## src/sv/afl_pkg.sv

```systemverilog
// Package for the attitude filter with LQR mixer.
// Holds register indexes, reset values, fixed-point constants and the CORDIC table.
`timescale 1ns / 1ps
package afl_pkg;
    localparam int ANGLE_FRAC_BITS_DEF = 7;
    localparam int CORDIC_STEPS_DEF = 16;
    localparam int TABLE_LEN = 24;
    localparam int CFG_IDX_W = 8;
    localparam int CFG_DATA_W = 24;

    localparam logic [CFG_IDX_W-1:0] REG_GAIN_ROLL = 8'd0;
    localparam logic [CFG_IDX_W-1:0] REG_GAIN_PITCH = 8'd1;
    localparam logic [CFG_IDX_W-1:0] REG_GAIN_ROLL_RATE = 8'd2;
    localparam logic [CFG_IDX_W-1:0] REG_GAIN_PITCH_RATE = 8'd3;
    localparam logic [CFG_IDX_W-1:0] REG_GAIN_YAW_RATE = 8'd4;
    localparam logic [CFG_IDX_W-1:0] REG_BLEND_WEIGHT = 8'd5;
    localparam logic [CFG_IDX_W-1:0] REG_TIME_STEP = 8'd6;
    localparam logic [CFG_IDX_W-1:0] REG_BASE_OFFSET = 8'd7;

    localparam logic [23:0] RST_GAIN_ROLL = 24'd51400;
    localparam logic [23:0] RST_GAIN_PITCH = 24'd67367;
    localparam logic [23:0] RST_GAIN_ROLL_RATE = 24'd15433;
    localparam logic [23:0] RST_GAIN_PITCH_RATE = 24'd20327;
    localparam logic [23:0] RST_GAIN_YAW_RATE = 24'd12114;
    localparam logic [15:0] RST_BLEND_WEIGHT = 16'd64225;
    localparam logic [23:0] RST_TIME_STEP = 24'd16777;
    localparam logic [15:0] RST_BASE_OFFSET = 16'd0;

    localparam int ZW = 26;
    localparam logic signed [ZW-1:0] DEG180_Q16 = 26'sd11796480;
    localparam logic [15:0] INV_GAIN_Q16 = 16'd39797;

    function automatic logic signed [ZW-1:0] atan_q16(input logic [4:0] i);
        logic signed [ZW-1:0] r;
        case (i)
            5'd0: r = 26'sd2949120;
            5'd1: r = 26'sd1740967;
            5'd2: r = 26'sd919879;
            5'd3: r = 26'sd466945;
            5'd4: r = 26'sd234379;
            5'd5: r = 26'sd117304;
            5'd6: r = 26'sd58666;
            5'd7: r = 26'sd29335;
            5'd8: r = 26'sd14668;
            5'd9: r = 26'sd7334;
            5'd10: r = 26'sd3667;
            5'd11: r = 26'sd1833;
            5'd12: r = 26'sd917;
            5'd13: r = 26'sd458;
            5'd14: r = 26'sd229;
            5'd15: r = 26'sd115;
            5'd16: r = 26'sd57;
            5'd17: r = 26'sd29;
            5'd18: r = 26'sd14;
            5'd19: r = 26'sd7;
            5'd20: r = 26'sd4;
            5'd21: r = 26'sd2;
            5'd22: r = 26'sd1;
            default: r = '0;
        endcase
        return r;
    endfunction

    typedef struct packed {
        logic start;
        logic signed [25:0] x;
        logic signed [25:0] y;
    } cordic_req_t;

    typedef struct packed {
        logic done;
        logic signed [ZW-1:0] z;
        logic signed [27:0] mag;
    } cordic_rsp_t;
endpackage

```

## src/sv/afl_cordic.sv

```systemverilog
// Iterative vectoring CORDIC, one micro-rotation per cycle.
// Depends on afl_pkg for the arctangent table and request types.
`timescale 1ns / 1ps
module afl_cordic #(
    parameter int CORDIC_STEPS = afl_pkg::CORDIC_STEPS_DEF
) (
    input  logic clk,
    input  logic rst_n,
    input  afl_pkg::cordic_req_t req,
    output afl_pkg::cordic_rsp_t rsp
);
    localparam int NSTEP = (CORDIC_STEPS < afl_pkg::TABLE_LEN) ? CORDIC_STEPS
                                                              : afl_pkg::TABLE_LEN;
    localparam int XW = 28;

    logic signed [XW-1:0] x_reg, y_reg;
    logic signed [afl_pkg::ZW-1:0] z_reg;
    logic [4:0] i_reg;
    logic busy_reg, done_reg;
    logic signed [XW-1:0] dx, dy;

    assign dx = y_reg >>> i_reg;
    assign dy = x_reg >>> i_reg;

    always_ff @(posedge clk or negedge rst_n)
    begin
        if (!rst_n)
        begin
            busy_reg <= 1'b0;
            done_reg <= 1'b0;
            i_reg <= '0;
        end
        else
        begin
            if (req.start)
            begin
                i_reg <= '0;
                if (req.x == 0 && req.y == 0)
                begin
                    z_reg <= '0;
                    x_reg <= '0;
                    y_reg <= '0;
                    busy_reg <= 1'b0;
                    done_reg <= 1'b1;
                end
                else
                begin
                    busy_reg <= 1'b1;
                    done_reg <= 1'b0;
                    if (req.x < 0)
                    begin
                        z_reg <= (req.y >= 0) ? afl_pkg::DEG180_Q16 : -afl_pkg::DEG180_Q16;
                        x_reg <= -XW'(req.x);
                        y_reg <= -XW'(req.y);
                    end
                    else
                    begin
                        z_reg <= '0;
                        x_reg <= XW'(req.x);
                        y_reg <= XW'(req.y);
                    end
                end
            end
            else if (busy_reg)
            begin
                if (y_reg < 0)
                begin
                    x_reg <= x_reg - dx;
                    y_reg <= y_reg + dy;
                    z_reg <= z_reg - afl_pkg::atan_q16(i_reg);
                end
                else
                begin
                    x_reg <= x_reg + dx;
                    y_reg <= y_reg - dy;
                    z_reg <= z_reg + afl_pkg::atan_q16(i_reg);
                end
                if (i_reg == 5'(NSTEP - 1))
                begin
                    busy_reg <= 1'b0;
                    done_reg <= 1'b1;
                end
                else
                begin
                    done_reg <= 1'b0;
                end
                i_reg <= i_reg + 5'd1;
            end
            else
            begin
                done_reg <= 1'b0;
            end
        end
    end

    assign rsp.done = done_reg;
    assign rsp.z = z_reg;
    assign rsp.mag = x_reg;

    a_no_start_busy: assert property (@(posedge clk) disable iff (!rst_n)
        busy_reg |-> !done_reg) else $error("cordic done while busy");
    a_done_pulse: assert property (@(posedge clk) disable iff (!rst_n)
        done_reg |=> !done_reg || $past(req.start)) else $error("done held");
    a_idx_range: assert property (@(posedge clk) disable iff (!rst_n)
        busy_reg |-> i_reg < 5'(NSTEP)) else $error("cordic index out of range");
endmodule

```

## config.mk

```make
export PLATFORM = sky130hd
export DESIGN_NAME = afl_cordic
export DESIGN_NICKNAME = d
export VERILOG_FILES = /design/src/sv/afl_pkg.sv /design/src/sv/afl_cordic.sv
export SDC_FILE = /design/constraint.sdc
export NUM_CORES = 1
export LEC_CHECK = 0
export BUFFER_PORTS_ARGS = -buffer_cell sky130_fd_sc_hd__buf_4
export CAP_MARGIN = 15
export CORE_ASPECT_RATIO = 1.4
export CORE_MARGIN = 2
export CORE_UTILIZATION = 35
export DETAILED_ROUTE_END_ITERATION = 16
export HOLD_SLACK_MARGIN = 0.05
export PLACE_DENSITY_LB_ADDON = 0.15
export SETUP_SLACK_MARGIN = 0.4
export SLEW_MARGIN = 15
export SYNTH_ARGS = -nofsm -noshare
export SYNTH_HDL_FRONTEND = slang
export SYNTH_SLANG_ARGS = --single-unit
```

## constraint.sdc

```tcl
create_clock -name clk -period 7.5 [get_ports clk]
set_input_delay 0.375 -clock clk [delete_from_list [all_inputs] [get_ports clk]]
set_output_delay 0.375 -clock clk [all_outputs]
set_load 0.005 [all_outputs]
```

==> flow_metrics.py <==
metrics = {
    "setup_path": {
        "timing.critical_path.arrival_ns": 6.84,
        "critical_path.slowest_cell": "a222oi_1",
        "criticalPathCategory": "reg -> reg",
        "path_buf_inv": 2,
        "cpLargestDelayFamily": "compound AO/OA/AOI/OAI gates",
        "worst_setup_path_end_kind": "flip-flop",
        "crit_chain": "buf_4 > nor2b_1 > a222oi_1 > o32ai_1 > or3_4 > inv_1 > ha_1 > nor2_1 > a21oi_1 > fa_1 > a21o_1 > a21o_1 > a2111oi_0 > o21ai_0 > a31oi_1 > and2_1 > o21ai_0 > a2111o_1 > o311ai_0",
        "cp-start-kind": "flip-flop",
        "timing.critical_path.fanout_max": 69,
        "cp_slowest_stage_delay_ns": 0.73,
        "critPathRequiredTime_ns": 7.66,
    },
    "drt": {
        "dr_total_vias": 14010,
        "drt_first_iter_violations": 1054,
        "route.final.wire_length_um": 52510,
        "m1WireLength_um": 21900,
        "met3RoutedLength_um": 1954,
        "avgRoutedWirePerCell_um": 22.66,
        "met2_wirelength_um": 25880,
        "drc_errors": 0,
        "route.detailed.vias_per_inst": 6.047,
        "detail-route-antenna-nets": 0,
        "top_layer": "met4",
        "firstDrtPassIters": 5,
    },
    "yosys": {
        "netlist-cell-type-count": 99,
        "yosys_warnings": 0,
        "ys_ff_latch": 89,
        "synth.net_count": 1871,
        "synthesis.instances": 1713,
        "synth_enable_flop_cells": 82,
        "synth-main-ff-cell": "edfxtp_1",
        "synth-seq-area-share_pct": 18.31,
        "post_synth_design_cell_area_um2": 14400,
        "syn-mean-instance-area_um2": 8.408,
        "async_reset_ff_share_pct": 7.865,
    },
    "grt": {
        "grt_antenna_before_repair": 0,
        "grt_overflow_total": 0,
        "largest_net_degree_at_the_start_of_global_routing": 70,
        "grt_use_total_pct": 23.90,
        "global_route_wire_length_before_repair_um": 79670,
        "first_global_vias": 13510,
    },
    "timing": {
        "hold_slack_final_ns": 0.3504,
        "setup_viols_final": 0,
        "drv_slew": 0,
        "fin_crit_sh_pct": 89.17,
        "max_clock_freq_ghz": 0.1495,
        "final-hold-violation-count": 0,
        "rsz_0062_raised_after_global_routing": "false",
        "postLayoutSetupSlackWorst_ns": 0.8123,
        "timing.slew.headroom_pct": 31.63,
        "transition_time_of_the_tightest_slew_check_pin_ns": 1.015,
        "worst_clock_skew_ns": 0.01621,
        "layout_min_cycle_time_ns": 6.688,
        "timing.setup.tns_ns": 0,
    },
    "place": {
        "placed_cells_incl_taps": 2298,
        "detailedPlacementHpwl_um": 41140,
        "buffer_ports.inserted": 109,
        "dp_worst_setup_slack_ns": 0.7831,
        "dpl-instance-area_um2": 15670,
        "gp_congestion": 0.9413,
    },
    "clocking": {
        "cts-root-buf": "clkbuf_16",
        "worst_setup_hold_path_clk_slew_ns": 0.07,
        "tritoncts.num_buffers": 9,
        "clockBufferDepth": 2,
        "clock_sink_count": 89,
        "cts_tree": "done",
        "number_of_levels_the_h_tree_was_split_into": 3,
        "clock_latency_ns": 0.38,
    },
    "die": {
        "dieHeight_um": 244.0,
        "initial_core_util_pct": 35.57,
        "die_area_um2": 42810,
        "pin_count": 110,
        "placementRows": 87,
        "core_region_area_um2": 40490,
        "die_width_um": 175.4,
    },
    "layout": {
        "areaGrowthSynthToFinish_pct": 11.24,
        "fillerInstances": 4197,
        "most-common-layout-cells": "149 x nor2_1, 148 x buf_4, 145 x nand2_1",
        "antenna_cells": 0,
        "post_layout_nonfiller_instances": 2317,
        "final_net_count": 1936,
        "layout.cells.most_common": "nor2_1",
        "final_layout_size_suffix_gt1_share_pct": 15.76,
        "final_area_um2": 16020,
    },
    "flow_run": {
        "cap_viol_max_count": 0,
    },
    "power_and_ir_drop": {
        "power.static_leakage_nw": 6.359,
        "vdd.ir_drop.worst_mv": 0.1928,
        "power-per-cell-area_nw_per_um2": 527.3,
    },
    "hold_path": {
        "hold_class": "in -> async",
    },
    "status": {
        "outcome": "completed",
    },
}
==> worst reg2reg max path, cell delays in order, from the launching register on <==
cell	delay (ns)
dfrtp_2	0.38
buf_4	0.62
nor2b_1	0.41
a222oi_1	0.73
o32ai_1	0.20
or3_4	0.45
inv_1	0.07
ha_1	0.21
nor2_1	0.08
a21oi_1	0.08
fa_1	0.48
a21o_1	0.19
a21o_1	0.21
a2111oi_0	0.64
o21ai_0	0.36
a31oi_1	0.35
and2_1	0.21
o21ai_0	0.20
a2111o_1	0.46
o311ai_0	0.11
==> cell type report <==
cell class                      count  area (um^2)  area share (%)
Multi-Input combinational cell   1467        11020           68.78
Inverter                           60        225.2           1.406
Clock inverter                      4        52.55          0.3280
Sequential cell                    89         2649           16.53
Timing Repair Buffer              151         1161           7.247
Clock buffer                       12        246.5           1.538
Tap cell                          534        668.1           4.170
==> metrics by stage <==
| stage | total power [W] | utilization (%) |
|---|---|---|
| after detailed placement | 0.007872 | 38.70 |
| final | 0.008448 | 39.57 |
| after CTS | 0.008424 | 39.47 |
| after global placement | 0.007881 | 38.70 |
| after global routing | 0.009210 | 39.57 |
| after floorplan | 0.006126 | - |
==> synth_stat cells, types with 13 or more instances <==
cell | count | share of area [%]
clkbuf_1 | 51 | 1.3
or4_1 | 13 | 0.68
nand3_1 | 45 | 1.6
buf_4 | 17 | 0.89
xor2_1 | 95 | 5.8
mux2_2 | 39 | 3.0
mux2i_1 | 44 | 3.1
a31oi_1 | 23 | 1.0
edfxtp_1 | 82 | 17
o21ai_0 | 98 | 3.4
o22ai_1 | 50 | 2.2
nand2b_1 | 15 | 0.65
and3_1 | 16 | 0.70
ha_1 | 100 | 8.7
nor3_1 | 44 | 1.5
nor2_1 | 150 | 3.9
a21oi_1 | 113 | 3.9
o31ai_1 | 31 | 1.6
o211ai_1 | 20 | 1.0
nor2b_1 | 22 | 0.96
and2_1 | 15 | 0.65
nand2_1 | 145 | 3.8
or3_1 | 18 | 0.78
a211oi_1 | 16 | 0.83
inv_1 | 58 | 1.5
o21a_1 | 25 | 1.3
mux4_2 | 29 | 4.5
mux4_1 | 13 | 2.4
a21o_1 | 28 | 1.5
xnor2_1 | 63 | 3.8
==> path summary, 6_finish.rpt <==
| check | from | slack, ns | depth (start not counted) | endpoint |
|---|---|---|---|---|
| min reg2reg | busy_reg$_DFF_PN0_ | 0.72 | 1 | i_reg[4]$_DFFE_PN0N_ |
| min | rst_n | 0.35 | 2 | i_reg[4]$_DFFE_PN0N_ |
| max | i_reg[1]$_DFFE_PN0N_ | 0.81 | 19 | y_reg[20]$_DFFE_PP_ |
| max reg2reg | i_reg[1]$_DFFE_PN0N_ | 0.81 | 19 | y_reg[20]$_DFFE_PP_ |
| max in group asynchronous | rst_n | 7.00 | 2 | i_reg[0]$_DFFE_PN0N_ |
| min in group clk | req[0] | 0.38 | 3 | y_reg[0]$_DFFE_PP_ |
==> layer usage <==
| metal | GRT usage, % | vias to the layer above |
|---|---|---|
| met4 | 12.18 | 0 |
| met5 | 0 | - |
| met3 | 2.270 | 94 |
| li1 | - | 6686 |
| met2 | 41.67 | 433 |
| met1 | 29.15 | 6798 |
==> power by group <==
group	switching [W]	leakage, nW	total [W]	internal [W]
combinational	0.00367	5.32	0.00658	0.00291
sequential	0.000465	0.888	0.00138	0.000913
clock	0.000225	0.147	0.000495	0.000269
==> logic make-up after synthesis <==
logic type      synth area share [%]
simple gates                   19.09
compound gates                 24.63
xor+xnor                       9.921
buf+inv                        5.343
mux                            13.60
fa+ha+maj                      9.104
flops                          18.31
==> repair_timing <==
item	in CTS	in global routing
buffers inserted	0	2
endpoints found under the hold margin	7	0
hold buffers	1	0
resized for setup	0	1
endpoints found under the setup margin	0	4
Power figures use the tool's default switching activity.
